==> config.mk <==
export PLATFORM = sky130hd
export DESIGN_NAME = pwm_input_capture_meter
export DESIGN_NICKNAME = d
export VERILOG_FILES = /design/src/rtl/pwmic_pkg.sv /design/src/rtl/pwmic_front.sv /design/src/rtl/pwmic_fifo.sv /design/src/rtl/pwmic_back.sv /design/src/rtl/pwm_input_capture_meter.sv
export VERILOG_INCLUDE_DIRS = /design/src /design/src/rtl
export SDC_FILE = /design/constraint.sdc
export NUM_CORES = 1
export LEC_CHECK = 0
export ABC_AREA = 0
export BUFFER_PORTS_ARGS = -buffer_cell sky130_fd_sc_hd__buf_2
export CAP_MARGIN = 0
export CORE_ASPECT_RATIO = 0.7
export CORE_MARGIN = 10
export CORE_UTILIZATION = 40
export CTS_CLUSTER_DIAMETER = 50
export DETAILED_ROUTE_END_ITERATION = 16
export GPL_TIMING_DRIVEN = 0
export PLACE_DENSITY = 0.56
export RECOVER_POWER = 100
export SLEW_MARGIN = 25
export SYNTH_ARGS = -nofsm -noshare
export SYNTH_HDL_FRONTEND = slang
export SYNTH_SLANG_ARGS = --single-unit
==> constraint.sdc <==
create_clock -name clk -period 6 [get_ports clk]
set_input_delay 0.9 -clock clk [delete_from_list [all_inputs] [get_ports clk]]
set_output_delay 0.9 -clock clk [all_outputs]
set_load 0.05 [all_outputs]
==> src/rtl/pwm_input_capture_meter_defines.svh <==
// Assertion macros shared by the PWM input-capture meter.
`ifndef PWM_INPUT_CAPTURE_METER_DEFINES_SVH
`define PWM_INPUT_CAPTURE_METER_DEFINES_SVH

// Check that a condition implies a consequence in the same cycle.
`define PICM_ASSERT_SAME(label, clk, rst, cond, cons) \
  label: assert property (@(posedge clk) disable iff (rst) (cond) |-> (cons)) \
    else $error("assertion failed");

// Check that a condition implies a consequence in the following cycle.
`define PICM_ASSERT_NEXT(label, clk, rst, cond, cons) \
  label: assert property (@(posedge clk) disable iff (rst) (cond) |=> (cons)) \
    else $error("assertion failed");

`endif

==> src/rtl/pwmic_pkg.sv <==
// Shared types and constants of the PWM input-capture meter.
package pwmic_pkg;

  localparam int CAP_W       = 16;
  localparam int RATE_W      = 27;
  localparam int DUTY_W      = 7;
  localparam int CFG_DATA_W  = 27;
  localparam int CFG_INDEX_W = 2;
  localparam int DIV_W       = CAP_W + 1;
  localparam int DIV_STEPS   = RATE_W;
  localparam int STEP_W      = 5;
  localparam int DUTY_MAX    = 100;
  localparam int QUEUE_DEPTH = 4;
  localparam int QUEUE_PTR_W = 2;
  localparam int QUEUE_CNT_W = 3;

  localparam logic [CFG_INDEX_W-1:0] REG_PRESCALE  = 2'd0;
  localparam logic [CFG_INDEX_W-1:0] REG_RELOAD    = 2'd1;
  localparam logic [CFG_INDEX_W-1:0] REG_RATE      = 2'd2;

  typedef struct packed {
    logic [CAP_W-1:0] period;
    logic [CAP_W-1:0] high;
  } cap_rec_t;

  typedef struct packed {
    logic full;
    logic empty;
  } q_status_t;

  typedef enum logic [1:0] {
    BK_IDLE,
    BK_RUN,
    BK_HOLD
  } back_state_t;

endpackage

==> src/rtl/pwmic_front.sv <==
// Capture front end: prescaler, main counter, edge detection and capture records.
module pwmic_front #(
  parameter int COUNT_WIDTH = 16
) (
  input  logic                          clk,
  input  logic                          rst,
  input  logic                          in_valid,
  input  logic                          pin_level,
  input  logic [pwmic_pkg::CAP_W-1:0]   prescale_minus_one,
  input  logic [pwmic_pkg::CAP_W-1:0]   reload_value,
  input  pwmic_pkg::q_status_t          q_status,
  output logic                          in_ready,
  output logic                          push,
  output pwmic_pkg::cap_rec_t           push_rec
);
  import pwmic_pkg::*;

  logic                   last_level;
  logic [CAP_W-1:0]       prescale_count;
  logic [COUNT_WIDTH-1:0] main_count;
  logic [CAP_W-1:0]       high_capture;

  logic [31:0]      count_ext;
  logic [CAP_W-1:0] count_low;
  logic             fire;
  logic             rise;
  logic             fall;

  assign count_ext = 32'(main_count);
  assign count_low = count_ext[CAP_W-1:0];
  assign in_ready  = !q_status.full;
  assign fire      = in_valid && in_ready;
  assign rise      = pin_level && !last_level;
  assign fall      = !pin_level && last_level;

  assign push            = fire && rise;
  assign push_rec.period = count_low;
  assign push_rec.high   = high_capture;

  always_ff @(posedge clk) begin
    if (rst) begin
      last_level     <= 1'b0;
      prescale_count <= '0;
      main_count     <= '0;
      high_capture   <= '0;
    end else if (fire) begin
      last_level <= pin_level;
      if (rise) begin
        // clear counter and prescaler instead of advancing
        main_count     <= '0;
        prescale_count <= '0;
      end else begin
        if (fall) high_capture <= count_low;
        if (prescale_count >= prescale_minus_one) begin
          prescale_count <= '0;
          if (count_ext == 32'(reload_value)) main_count <= '0;
          else main_count <= main_count + 1'b1;
        end else begin
          prescale_count <= prescale_count + 1'b1;
        end
      end
    end
  end

endmodule

==> src/rtl/pwmic_fifo.sv <==
// Short capture queue between the front end and the divider back end.
module pwmic_fifo (
  input  logic                 clk,
  input  logic                 rst,
  input  logic                 push,
  input  pwmic_pkg::cap_rec_t  push_rec,
  input  logic                 pop,
  output pwmic_pkg::cap_rec_t  head,
  output pwmic_pkg::q_status_t q_status
);
  import pwmic_pkg::*;

  cap_rec_t               entries [QUEUE_DEPTH];
  logic [QUEUE_PTR_W-1:0] wr_ptr;
  logic [QUEUE_PTR_W-1:0] rd_ptr;
  logic [QUEUE_CNT_W-1:0] fill;

  assign head           = entries[rd_ptr];
  assign q_status.full  = (fill == QUEUE_CNT_W'(QUEUE_DEPTH));
  assign q_status.empty = (fill == '0);

  always_ff @(posedge clk) begin
    if (push) entries[wr_ptr] <= push_rec;
  end

  always_ff @(posedge clk) begin
    if (rst) begin
      wr_ptr <= '0;
      rd_ptr <= '0;
      fill   <= '0;
    end else begin
      if (push) wr_ptr <= wr_ptr + 1'b1;
      if (pop) rd_ptr <= rd_ptr + 1'b1;
      case ({push, pop})
        2'b10:   fill <= fill + 1'b1;
        2'b01:   fill <= fill - 1'b1;
        default: fill <= fill;
      endcase
    end
  end

endmodule

==> src/rtl/pwmic_back.sv <==
// Back end: bit-serial duty and frequency dividers and the result register.
module pwmic_back (
  input  logic                          clk,
  input  logic                          rst,
  input  pwmic_pkg::cap_rec_t           head,
  input  pwmic_pkg::q_status_t          q_status,
  input  logic [pwmic_pkg::RATE_W-1:0]  count_rate_hz,
  input  logic                          out_ready,
  output logic                          pop,
  output logic                          out_valid,
  output logic [pwmic_pkg::CAP_W-1:0]   period_count,
  output logic [pwmic_pkg::CAP_W-1:0]   high_count,
  output logic [pwmic_pkg::DUTY_W-1:0]  duty_percent,
  output logic [pwmic_pkg::RATE_W-1:0]  frequency_hz
);
  import pwmic_pkg::*;

  back_state_t       state;
  back_state_t       state_next;
  logic [STEP_W-1:0] step;
  logic [DIV_W-1:0]  divisor;
  logic [DIV_W-1:0]  rem_f;
  logic [DIV_W-1:0]  rem_d;
  logic [RATE_W-1:0] q_f;
  logic [RATE_W-1:0] q_d;
  logic [CAP_W-1:0]  cur_period;
  logic [CAP_W-1:0]  cur_high;

  logic              run;
  logic              out_load;
  logic [23:0]       duty_num;
  logic [DIV_W:0]    shf_f;
  logic [DIV_W:0]    shf_d;
  logic              ge_f;
  logic              ge_d;
  logic              zero_period;

  assign duty_num = 24'({1'b0, head.high} + DIV_W'(1)) * 24'd100;

  assign shf_f = {rem_f, q_f[RATE_W-1]};
  assign shf_d = {rem_d, q_d[RATE_W-1]};
  assign ge_f  = shf_f >= {1'b0, divisor};
  assign ge_d  = shf_d >= {1'b0, divisor};
  assign zero_period = (cur_period == '0);

  always_comb begin
    state_next = state;
    case (state)
      BK_IDLE: if (!q_status.empty) state_next = BK_RUN;
      BK_RUN:  if (step == STEP_W'(DIV_STEPS - 1)) state_next = BK_HOLD;
      BK_HOLD: if (!out_valid || out_ready) state_next = BK_IDLE;
      default: state_next = BK_IDLE;
    endcase
  end

  always_comb begin
    pop      = 1'b0;
    run      = 1'b0;
    out_load = 1'b0;
    case (state)
      BK_IDLE: pop = !q_status.empty;
      BK_RUN:  run = 1'b1;
      BK_HOLD: out_load = !out_valid || out_ready;
      default: ;
    endcase
  end

  always_ff @(posedge clk) begin
    if (rst) state <= BK_IDLE;
    else state <= state_next;
  end

  // divider datapath
  always_ff @(posedge clk) begin
    if (pop) begin
      cur_period <= head.period;
      cur_high   <= head.high;
      divisor    <= {1'b0, head.period} + DIV_W'(1);
      q_f        <= count_rate_hz;
      q_d        <= RATE_W'(duty_num);
      rem_f      <= '0;
      rem_d      <= '0;
      step       <= '0;
    end else if (run) begin
      step  <= step + 1'b1;
      q_f   <= {q_f[RATE_W-2:0], ge_f};
      q_d   <= {q_d[RATE_W-2:0], ge_d};
      rem_f <= ge_f ? DIV_W'(shf_f - {1'b0, divisor}) : shf_f[DIV_W-1:0];
      rem_d <= ge_d ? DIV_W'(shf_d - {1'b0, divisor}) : shf_d[DIV_W-1:0];
    end
  end

  always_ff @(posedge clk) begin
    if (rst) out_valid <= 1'b0;
    else if (out_load) out_valid <= 1'b1;
    else if (out_ready) out_valid <= 1'b0;
  end

  always_ff @(posedge clk) begin
    if (out_load) begin
      period_count <= cur_period;
      high_count   <= cur_high;
      if (zero_period) begin
        duty_percent <= '0;
        frequency_hz <= '0;
      end else begin
        duty_percent <= (q_d > RATE_W'(DUTY_MAX)) ? DUTY_W'(DUTY_MAX) : q_d[DUTY_W-1:0];
        frequency_hz <= q_f;
      end
    end
  end

endmodule

==> src/rtl/pwm_input_capture_meter.sv <==
// Each rising-edge capture is queued, divided, then loaded into the result register.
// Throughput: one pin sample per cycle while the capture queue has room; the back end
// works one capture at a time through its one-bit-per-cycle 27-step dividers.
// Reset (rst, synchronous): counters, edge history and queue clear; registers
// return to prescale 71, reload 999, count rate 1000000 Hz.
module pwm_input_capture_meter #(
  parameter int COUNT_WIDTH = 16
) (
  input  logic                                clk,
  input  logic                                rst,
  // sample channel
  input  logic                                in_valid,
  output logic                                in_ready,
  input  logic                                pin_level,
  // result channel
  output logic                                out_valid,
  input  logic                                out_ready,
  output logic [pwmic_pkg::CAP_W-1:0]         period_count,
  output logic [pwmic_pkg::CAP_W-1:0]         high_count,
  output logic [pwmic_pkg::DUTY_W-1:0]        duty_percent,
  output logic [pwmic_pkg::RATE_W-1:0]        frequency_hz,
  // configuration write port
  input  logic                                cfg_write,
  input  logic [pwmic_pkg::CFG_INDEX_W-1:0]   cfg_index,
  input  logic [pwmic_pkg::CFG_DATA_W-1:0]    cfg_data
);
  import pwmic_pkg::*;
  `include "pwm_input_capture_meter_defines.svh"

  // configuration registers
  logic [CAP_W-1:0]  prescale_minus_one;
  logic [CAP_W-1:0]  reload_value;
  logic [RATE_W-1:0] count_rate_hz;

  // front to queue to back
  logic      push;
  cap_rec_t  push_rec;
  logic      pop;
  cap_rec_t  head;
  q_status_t q_status;

  // Take a register write on every enabled beat; drop unknown indexes.
  always_ff @(posedge clk) begin
    if (rst) begin
      prescale_minus_one <= CAP_W'(71);
      reload_value       <= CAP_W'(999);
      count_rate_hz      <= RATE_W'(1000000);
    end else if (cfg_write) begin
      case (cfg_index)
        REG_PRESCALE: prescale_minus_one <= cfg_data[CAP_W-1:0];
        REG_RELOAD:   reload_value       <= cfg_data[CAP_W-1:0];
        REG_RATE:     count_rate_hz      <= cfg_data[RATE_W-1:0];
        default: ;
      endcase
    end
  end

  // Front end: sample the pin each beat, count, and push a capture on each rising edge.
  pwmic_front #(
    .COUNT_WIDTH(COUNT_WIDTH)
  ) u_front (
    .clk                (clk),
    .rst                (rst),
    .in_valid           (in_valid),
    .pin_level          (pin_level),
    .prescale_minus_one (prescale_minus_one),
    .reload_value       (reload_value),
    .q_status           (q_status),
    .in_ready           (in_ready),
    .push               (push),
    .push_rec           (push_rec)
  );

  // Queue: hold captures so sampling waits on a division in progress only when the queue is full.
  pwmic_fifo u_fifo (
    .clk      (clk),
    .rst      (rst),
    .push     (push),
    .push_rec (push_rec),
    .pop      (pop),
    .head     (head),
    .q_status (q_status)
  );

  // Back end: divide for duty and frequency, then present the result beat.
  pwmic_back u_back (
    .clk           (clk),
    .rst           (rst),
    .head          (head),
    .q_status      (q_status),
    .count_rate_hz (count_rate_hz),
    .out_ready     (out_ready),
    .pop           (pop),
    .out_valid     (out_valid),
    .period_count  (period_count),
    .high_count    (high_count),
    .duty_percent  (duty_percent),
    .frequency_hz  (frequency_hz)
  );

  `PICM_ASSERT_SAME(a_push_has_room, clk, rst, push, !q_status.full)
  `PICM_ASSERT_SAME(a_pop_not_empty, clk, rst, pop, !q_status.empty)
  `PICM_ASSERT_SAME(a_duty_range, clk, rst, out_valid, duty_percent <= DUTY_W'(DUTY_MAX))
  `PICM_ASSERT_SAME(a_zero_period, clk, rst, out_valid && (period_count == '0),
                    (duty_percent == '0) && (frequency_hz == '0))

endmodule

==> results of run 1 <==
[stage by stage]
step / setup TNS [ns] / setup WS [ns] / std cells / total power, mW
after floorplan: 0 / 1.036 / 1897 / 7.971
after global placement: -30.85 / -0.4812 / 2729 / 9.236
after detailed placement: 0 / 0.2563 / 2738 / 9.323
after CTS: 0 / 0.2055 / 2827 / 12.35
after global routing: 0 / 0.02064 / 2827 / 13.15
final: 0 / 0.4455 / 2829 / 12.23
[per-layer routing]
layer / up-vias / GRT usage [%]
li1: 7092 / -
met1: 7196 / 24.51
met2: 348 / 25.41
met3: 69 / 2.864
met4: 0 / 4.000
met5: - / 0
[layout by cell type (no fill, tap or decap), types with 17 or more instances in the layout]
cell	instances
sky130_fd_sc_hd__inv_1	111
sky130_fd_sc_hd__o21ai_0	79
sky130_fd_sc_hd__xor2_1	37
sky130_fd_sc_hd__edfxtp_1	292
sky130_fd_sc_hd__nand4_1	21
sky130_fd_sc_hd__nor3_1	35
sky130_fd_sc_hd__mux2i_1	29
sky130_fd_sc_hd__nand3b_1	23
sky130_fd_sc_hd__xnor2_1	71
sky130_fd_sc_hd__and2_0	27
sky130_fd_sc_hd__a21oi_1	112
sky130_fd_sc_hd__mux4_2	31
sky130_fd_sc_hd__dfxtp_1	164
sky130_fd_sc_hd__clkbuf_16	48
sky130_fd_sc_hd__nand3_1	37
sky130_fd_sc_hd__and2_1	17
sky130_fd_sc_hd__nand2_1	295
sky130_fd_sc_hd__buf_2	33
sky130_fd_sc_hd__a21o_1	17
sky130_fd_sc_hd__ha_1	117
sky130_fd_sc_hd__clkbuf_1	151
sky130_fd_sc_hd__nor2_1	91
[final cells by class]
class,instances,area [sq um],share of cell area [%]
sequential,456,12050,49.26
clock buffer,58,1259,5.145
buffer,73,326.6,1.335
multi-input combinational,1254,8711,35.60
clock inverter,31,315.3,1.289
inverter,114,429.2,1.754
timing repair buffer,111,455.4,1.862
tap,730,913.4,3.733
antenna,2,5.005,0.02046
[kinds of logic after synthesis]
| kind of cell | count (synthesis) | synth area share, % |
|---|---|---|
| and+or+nand+nor | 648 | 14.53 |
| muxes | 62 | 4.755 |
| xor gates and xnor gates | 112 | 4.651 |
| DFF | 456 | 55.86 |
| AOI/OAI and AO/OA | 301 | 8.496 |
| adders and majority gates | 131 | 8.084 |
| buffers and inverters | 187 | 3.624 |
[registers in the layout (all words and copies together) (netlist names), 17 cells and up, named ones only]
signal	flops
u_back.divisor	17
u_back.frequency_hz	27
u_fifo.entries	128
u_back.rem_d	17
u_back.rem_f	17
u_back.q_d	27
u_back.q_f	27
count_rate_hz	27
[timing repair]
item                       CTS  global route
resized for setup            0             3
setup endpoints to repair    0             3
setup buffers                0             0
[power breakdown]
part	total [mW]	switching [mW]	internal [mW]
clock	2.99	1.27	1.72
sequential	4.44	0.306	4.14
combinational	4.80	2.94	1.86
total	12.2	4.51	7.72
[worst max path at each step]
stage | from | endpoint | slack [ns]
after global placement | out_ready | u_back.duty_percent[6] | -0.48
final | flop | u_back.q_d[21] | 0.45
after global routing | flop | u_back.q_d[21] | 0.02
after floorplan | flop | u_back.q_d[21] | 1.04
after detailed placement | flop | u_back.q_d[23] | 0.26
after CTS | flop | u_back.q_d[23] | 0.21
==> results.md, run 1 <==
- Cell Chain, Critical Path: buf_4 -> clkbuf_4 -> mux4_2 -> ha_1 -> nand2_1 -> xnor2_1 -> ha_1 -> ha_1 -> inv_1 -> fa_1 -> inv_1 -> ha_1 -> a211oi_1 -> nor2_1 -> a2111oi_2 -> nor3_1 -> or3_1 -> a21oi_1 -> xor2_1 -> o21ai_0
- Number of different library cells in the post-synthesis netlist: 85
- Failing checks: capacitance limit, slew limit
- Max-Cap Viols: 5
- Final cycle utilization of the critical path: roughly 90%
- Worst rel slew slack: -62.29%
- Total half-perimeter wirelength after legalization and detailed placement: slightly above 40,000 um
- NumNets Final: about 2,200
- Final core utilization: ~46%
- Ranking of synthesized cells by instance count: sky130_fd_sc_hd__nand2_1 (295), sky130_fd_sc_hd__edfxtp_1 (292), sky130_fd_sc_hd__dfxtp_1 (164)
- Fraction of final layout cells sized beyond drive strength 1: around 8.1%
- Worst hold path type: reg2reg
- Ports placed on the boundary: between 100 and 150
- Vertical die dimension: 214.3 um
- Final weighted congestion of routability-driven global placement: around 0.88
- Final-report hold violation count: 0
- Pwr per Cell Area: roughly 500 nW/um^2
- Critical path buffer and inverter count: 4
- Count of input and output buffers: 102
- Area Growth Syn to Fin: 13.40%
- Starting utilization of the core area: 40.28%
- Number of flops mapped to enable cells by yosys: 292
- Crit. End Element: flop
- Flop and latch count out of synthesis: 456
- Stages on worst setup path: 20
- Post-Synthesis Mean Instance Area: 11.37 sq um
- M1 WL: 26,920 um
- Later-pin clock latency in the skew report: roughly 0.59 ns
- Post-synth ARST share: 0%
- Critical path data arrival time: between 5 and 6 ns
- Detailed-route via count: ~15,000
- Transition at the pin with the smallest max-transition slack: between 2 and 2.5 ns
- Clk sinks: about 460
- Clk slew on worst S/H paths: around 0.06 ns
- Placement-stage cell area: 23,210 sq um
- Setup Skew: approximately 0.027 ns
- Critical path class: reg2reg
- End of the worst register-to-register path: u_back.q_d[21]
- GRT Util Overall: around 17%
- Residual DRC: 0
- Cell types with the largest area share after synthesis: sky130_fd_sc_hd__edfxtp_1 (41%), sky130_fd_sc_hd__dfxtp_1 (15%), sky130_fd_sc_hd__ha_1 (6.8%)
- Fin area: 24,470 sq um
- Top FF cell, synth: sky130_fd_sc_hd__edfxtp_1
- Core box area: roughly 54,000 sq um
- Sequential fraction of the synthesis area: a little under three fifths
- Antenna violations before repair: 2
- Syn Inst Count: 1,897
- Register-to-register setup slack: ~0.45 ns
- Largest stage delay on the critical path: around 0.50 ns
- H-tree depth: 2
- Origin of the worst min-delay path: u_back.cur_high[13]
- Fin crit period: 5.555 ns
- Hold Crit Endpoint: u_back.high_count[13]
- Data required time of the critical path: about 6.3 ns
- Worst hold stages: 0
- DR WL/cell: between 15 and 20 um
- Post-synth design cell area: approximately 22,000 sq um
- Met3 wirelength from detailed routing: between 2000 and 3000 um
- Total leakage power: between 9 and 10 nW
- Worst path most repeated cell: sky130_fd_sc_hd__ha_1
- Routed WL: 54,790 um
- Maximum number of pins on one net before global-route repair: 51
- First-pass detailed-route iteration total: 8
- Hold buffers post-CTS: 0
- Total of fill cells in the finished design: between 4,000 and 5,000
- Die outline width: between 200 and 300 um
- Result of the run: complete, but fails checks
- Number of setup violations in the final report: 0
- Core Rows: between 70 and 80
- First-iteration detailed-routing DRC count: between 1,000 and 1,500
- Syn Nets: a little over 2,000
- Area of the die: roughly 64,000 sq um
- Highest Signal Layer: met4
- Per-cell via count in the routed design: between 5 and 6
- Global-route wire length before repair: 84,860 um
- Total length of routed met2 wires: 24,020 um
- Setup repair after global routing missed its margin: false
- Worst-case vdd ir drop: about 250 uV
- ANT nets after route: 0
- Count of synthesis-stage warnings from yosys: 0
- Grt ovf: 0
- Max Fanout on Critical Path: 10
- Cell family with the largest share of critical-path delay: adder cells
- Max stage delay cell, worst path: sky130_fd_sc_hd__fa_1
- CTS tree: built
- Worst r2r path cells: 20
- Number of buffers added by the clock tree synthesis step: 48
- Pins Over Slew Limit: between 80 and 90
- Critical Path Start Type: flop
- Cell with the most instances after synthesis: sky130_fd_sc_hd__nand2_1
- Vias in the first global route: roughly 14,000
- Number of buffers between clock root and the deepest sink: 3
- Area share of the leading cell type in the synthesized netlist: 40.64%
- Yosys top cell by area: sky130_fd_sc_hd__edfxtp_1
- Fmax: around 0.18 GHz
- Hold_ws: approximately 0.42 ns
- Root Driver: sky130_fd_sc_hd__clkbuf_16
No activity file was read; power rests on OpenSTA's default activity.
==> run 2: changes to the inputs <==
clock period = 6.7 ns   (was 6 ns; I/O delays follow)
==> run 2 against run 1 <==
- the run still ends with capacitance limit, slew limit left
- clock skew shrank 0.0037 ns
- sequential share of layout area barely moved
- final cell count unchanged
- sequential power shrank 10%
- combinational power down 11%
- worst hold slack worse by 0.00088 ns
- flip-flop and latch count is the same
- cell area is essentially flat
- clock-buffer cell count unchanged
- power decreased by 10%
- clock power fell by 10%
- largest cell class unchanged
==> results.md, run 2 (synthesis results as in run 1) <==
- Number of buffers between clock root and the deepest sink: 3 (unchanged)
- Total leakage power: 9.196 nW (-0.13%)
- Clock power frac: 24.5% (about the same)
- GRT Util Overall: 16.74% (unchanged)
- Later-pin clock latency in the skew report: 0.59 ns (about the same)
- Die outline width: 297.6 um (unchanged)
- Post-CTS repair timing setup buffer count: 0 (unchanged)
- Routed WL: 54,790 um (about the same)
- Vertical die dimension: 214.3 um (unchanged)
- Multi-input gate area: 8707 sq um (about the same)
- Total of fill cells in the finished design: 4,976 (-0.040%)
- Final total power: 10.95 mW (-10%)
- Fin crit period: 5.843 ns (+0.2882 ns)
- Pwr per Cell Area: 447.7 nW/um^2 (-10%)
- NumNets Final: 2,224 (unchanged)
- First-pass detailed-route iteration total: 5 (-3)
- Setup repair after global routing missed its margin: false
- DR WL/cell: 19.37 um (about the same)
- Hold buffers post-CTS: 0 (unchanged)
- CTS tree: built
- Psw: 4.045 mW (-10%)
- Core Rows: 71 (unchanged)
- Ports placed on the boundary: 103 (unchanged)
- Setup Skew: 0.02294 ns (-0.003736 ns)
- Final-report hold violation count: 0 (unchanged)
- Pins Over Slew Limit: 103 (+18%)
- Vias in the first global route: 14,450 (unchanged)
- Cell Count Post-Placement: 2,738 (unchanged)
- Met3 Usage GRT: 2.864% (unchanged)
- Logic gate share of total power: 39.2% (about the same)
- Worst rel slew slack: -60.17% (+2.1 points)
- Data required time of the critical path: 6.99 ns (+0.70 ns)
- Clk slew on worst S/H paths: 0.06 ns (about the same)
- Transition at the pin with the smallest max-transition slack: 2.389 ns (-0.03164 ns)
- Summed negative setup slack over all endpoints: 0 ns (unchanged)
- Final weighted congestion of routability-driven global placement: 0.8820 (unchanged)
- Number of buffers added by the clock tree synthesis step: 48 (unchanged)
- Commonest non-fill, non-tap cell in the layout: sky130_fd_sc_hd__nand2_1
- Share of total power consumed by net switching: 36.94% (about the same)
- Max Fanout on Critical Path: 10 (unchanged)
- Core box area: 53,570 sq um (unchanged)
- Met1 usage: 24.51% (unchanged)
- Fraction of final layout cells sized beyond drive strength 1: 8.107% (unchanged)
- Clk sinks: 456 (unchanged)
- Count of placed standard cells in the final layout, fillers left out: 2,829 (unchanged)
- Count of input and output buffers: 102 (unchanged)
- Failing checks: capacitance limit, slew limit
- Max reg flops: 128 (unchanged)
- Area of the die: 63,780 sq um (unchanged)
- Flip-flop and latch area: 12,050 sq um (unchanged)
- Starting utilization of the core area: 40.28% (unchanged)
- Detailed-route via count: 14,710 (+0.034%)
- First-iteration detailed-routing DRC count: 1,086 (-0.092%)
- Result of the run: complete, but fails checks
- Fmax: 0.1712 GHz (-4.9%)
- Register bank with the most flops: u_fifo.entries
- Register share of total power: 36.4% (about the same)
- Crit. End Element: flop
- Maximum number of pins on one net before global-route repair: 51 (unchanged)
- Number of setup violations in the final report: 0 (unchanged)
- Total half-perimeter wirelength after legalization and detailed placement: 40,290 um (unchanged)
- Area Growth Syn to Fin: 13.34% (about the same)
- Critical Path Start Type: flop
- Resized cells post-CTS: 0 (unchanged)
- Residual DRC: 0 (unchanged)
- Commonest cells after routing, fill and taps aside: sky130_fd_sc_hd__nand2_1 (295), sky130_fd_sc_hd__edfxtp_1 (292), sky130_fd_sc_hd__dfxtp_1 (164)
- H-tree depth: 2 (unchanged)
- Internal: 6.904 mW (-11%)
- Worst-case vdd ir drop: 222.9 uV (-11%)
- Root Driver: sky130_fd_sc_hd__clkbuf_16
- Critical path data arrival time: 6.14 ns (+0.29 ns)
- Per-cell via count in the routed design: 5.200 (about the same)
- Met2 Usage GRT: 25.41% (unchanged)
- GRT Max-Usage Layer: met2
- ANT nets after route: 0 (unchanged)
- Max-Cap Viols: 4 (-1)
- Grt ovf: 0 (unchanged)
- Critical path class: reg2reg
- Worst hold path type: reg2reg
- Final cycle utilization of the critical path: 87.20% (-5.4 points)
- Global-route wire length before repair: 84,860 um (unchanged)
- Antenna violations before repair: 2 (unchanged)
run 2: cell types whose count changed in the layout (fill, tap and decap cells not counted):
cell	before	now
sky130_fd_sc_hd__buf_2	33	36
sky130_fd_sc_hd__nor4_2	0	1
sky130_fd_sc_hd__buf_6	2	1
sky130_fd_sc_hd__o311ai_0	0	1
sky130_fd_sc_hd__clkbuf_1	151	150
sky130_fd_sc_hd__and2_0	27	24
sky130_fd_sc_hd__xnor2_2	4	3
sky130_fd_sc_hd__nor4_1	14	13
sky130_fd_sc_hd__nor2_1	91	92
sky130_fd_sc_hd__and2_1	17	20
sky130_fd_sc_hd__o311ai_1	1	0
sky130_fd_sc_hd__xnor2_1	71	72
sky130_fd_sc_hd__clkbuf_4	1	0
sky130_fd_sc_hd__nor2_2	3	2
run 2: path summary, 6_finish.rpt:
path                            slack (ns)           startpoint  depth (start not counted)               endpoint
worst max-delay path                  0.86                 flop                         21         u_back.q_d[23]
worst min-delay path                  0.42  u_back.cur_high[13]                          0  u_back.high_count[13]
worst max register to register        0.86                 flop                         21         u_back.q_d[23]
worst min register to register        0.42  u_back.cur_high[13]                          0  u_back.high_count[13]
run 2: worst max-delay path: stages, from the launching register on:
cell,delay (ns)
sky130_fd_sc_hd__dfxtp_1,0.31
sky130_fd_sc_hd__clkbuf_1,0.34
sky130_fd_sc_hd__buf_8,0.24
sky130_fd_sc_hd__buf_12,0.18
sky130_fd_sc_hd__mux4_2,0.57
sky130_fd_sc_hd__and2_0,0.28
sky130_fd_sc_hd__nand3_1,0.16
sky130_fd_sc_hd__xnor2_1,0.20
sky130_fd_sc_hd__ha_1,0.30
sky130_fd_sc_hd__ha_1,0.28
sky130_fd_sc_hd__inv_1,0.05
sky130_fd_sc_hd__fa_1,0.49
sky130_fd_sc_hd__inv_1,0.04
sky130_fd_sc_hd__ha_1,0.34
sky130_fd_sc_hd__o21ai_0,0.25
sky130_fd_sc_hd__nor2_1,0.12
sky130_fd_sc_hd__a2111oi_2,0.44
sky130_fd_sc_hd__nor3_1,0.18
sky130_fd_sc_hd__o311ai_0,0.39
sky130_fd_sc_hd__nand2b_1,0.12
sky130_fd_sc_hd__xnor2_1,0.19
sky130_fd_sc_hd__o21ai_0,0.10
run 2: through the flow:
stage / area (sq um) / util, % / setup slack [ns] / hold WS (ns)
2_1_floorplan: 21580 / - / 1.736 / 0.4003
3_3_place_gp: 23000 / 42.94 / 0.1139 / 0.4093
3_5_place_dp: 23210 / 43.33 / 0.9563 / 0.4066
4_1_cts: 24790 / 46.27 / 0.9055 / 0.4229
5_1_grt: 24450 / 45.64 / 0.2904 / 0.4268
6_report: 24450 / 45.65 / 0.8573 / 0.4198
run 2: power groups by stage:
| stage | logic, mW | registers (mW) | clock network [mW] |
|---|---|---|---|
| detailed placement | 4.34 | 4.01 | 0 |
| floorplan | 3.24 | 3.90 | 0 |
| finish | 4.29 | 3.98 | 2.68 |
| CTS | 4.36 | 3.95 | 2.74 |
| global placement | 4.24 | 4.03 | 0 |
| global route | 4.87 | 4.03 | 2.87 |
run 2: final cells by class:
class | instances | area share [%]
Clock inverter | 31 | 1.289
Timing Repair Buffer | 111 | 1.862
Inverter | 114 | 1.755
Tap cell | 730 | 3.735
Antenna cell | 2 | 0.02047
Clock buffer | 58 | 5.147
Multi-Input combinational cell | 1254 | 35.61
Buffer | 73 | 1.305
Sequential cell | 456 | 49.28
run 2: routing by layer:
layer  vias up  wire, um
li1       7090         -
met1      7175     26600
met2       378     23930
met3        67      3246
met4         0      1008
met5         -         0
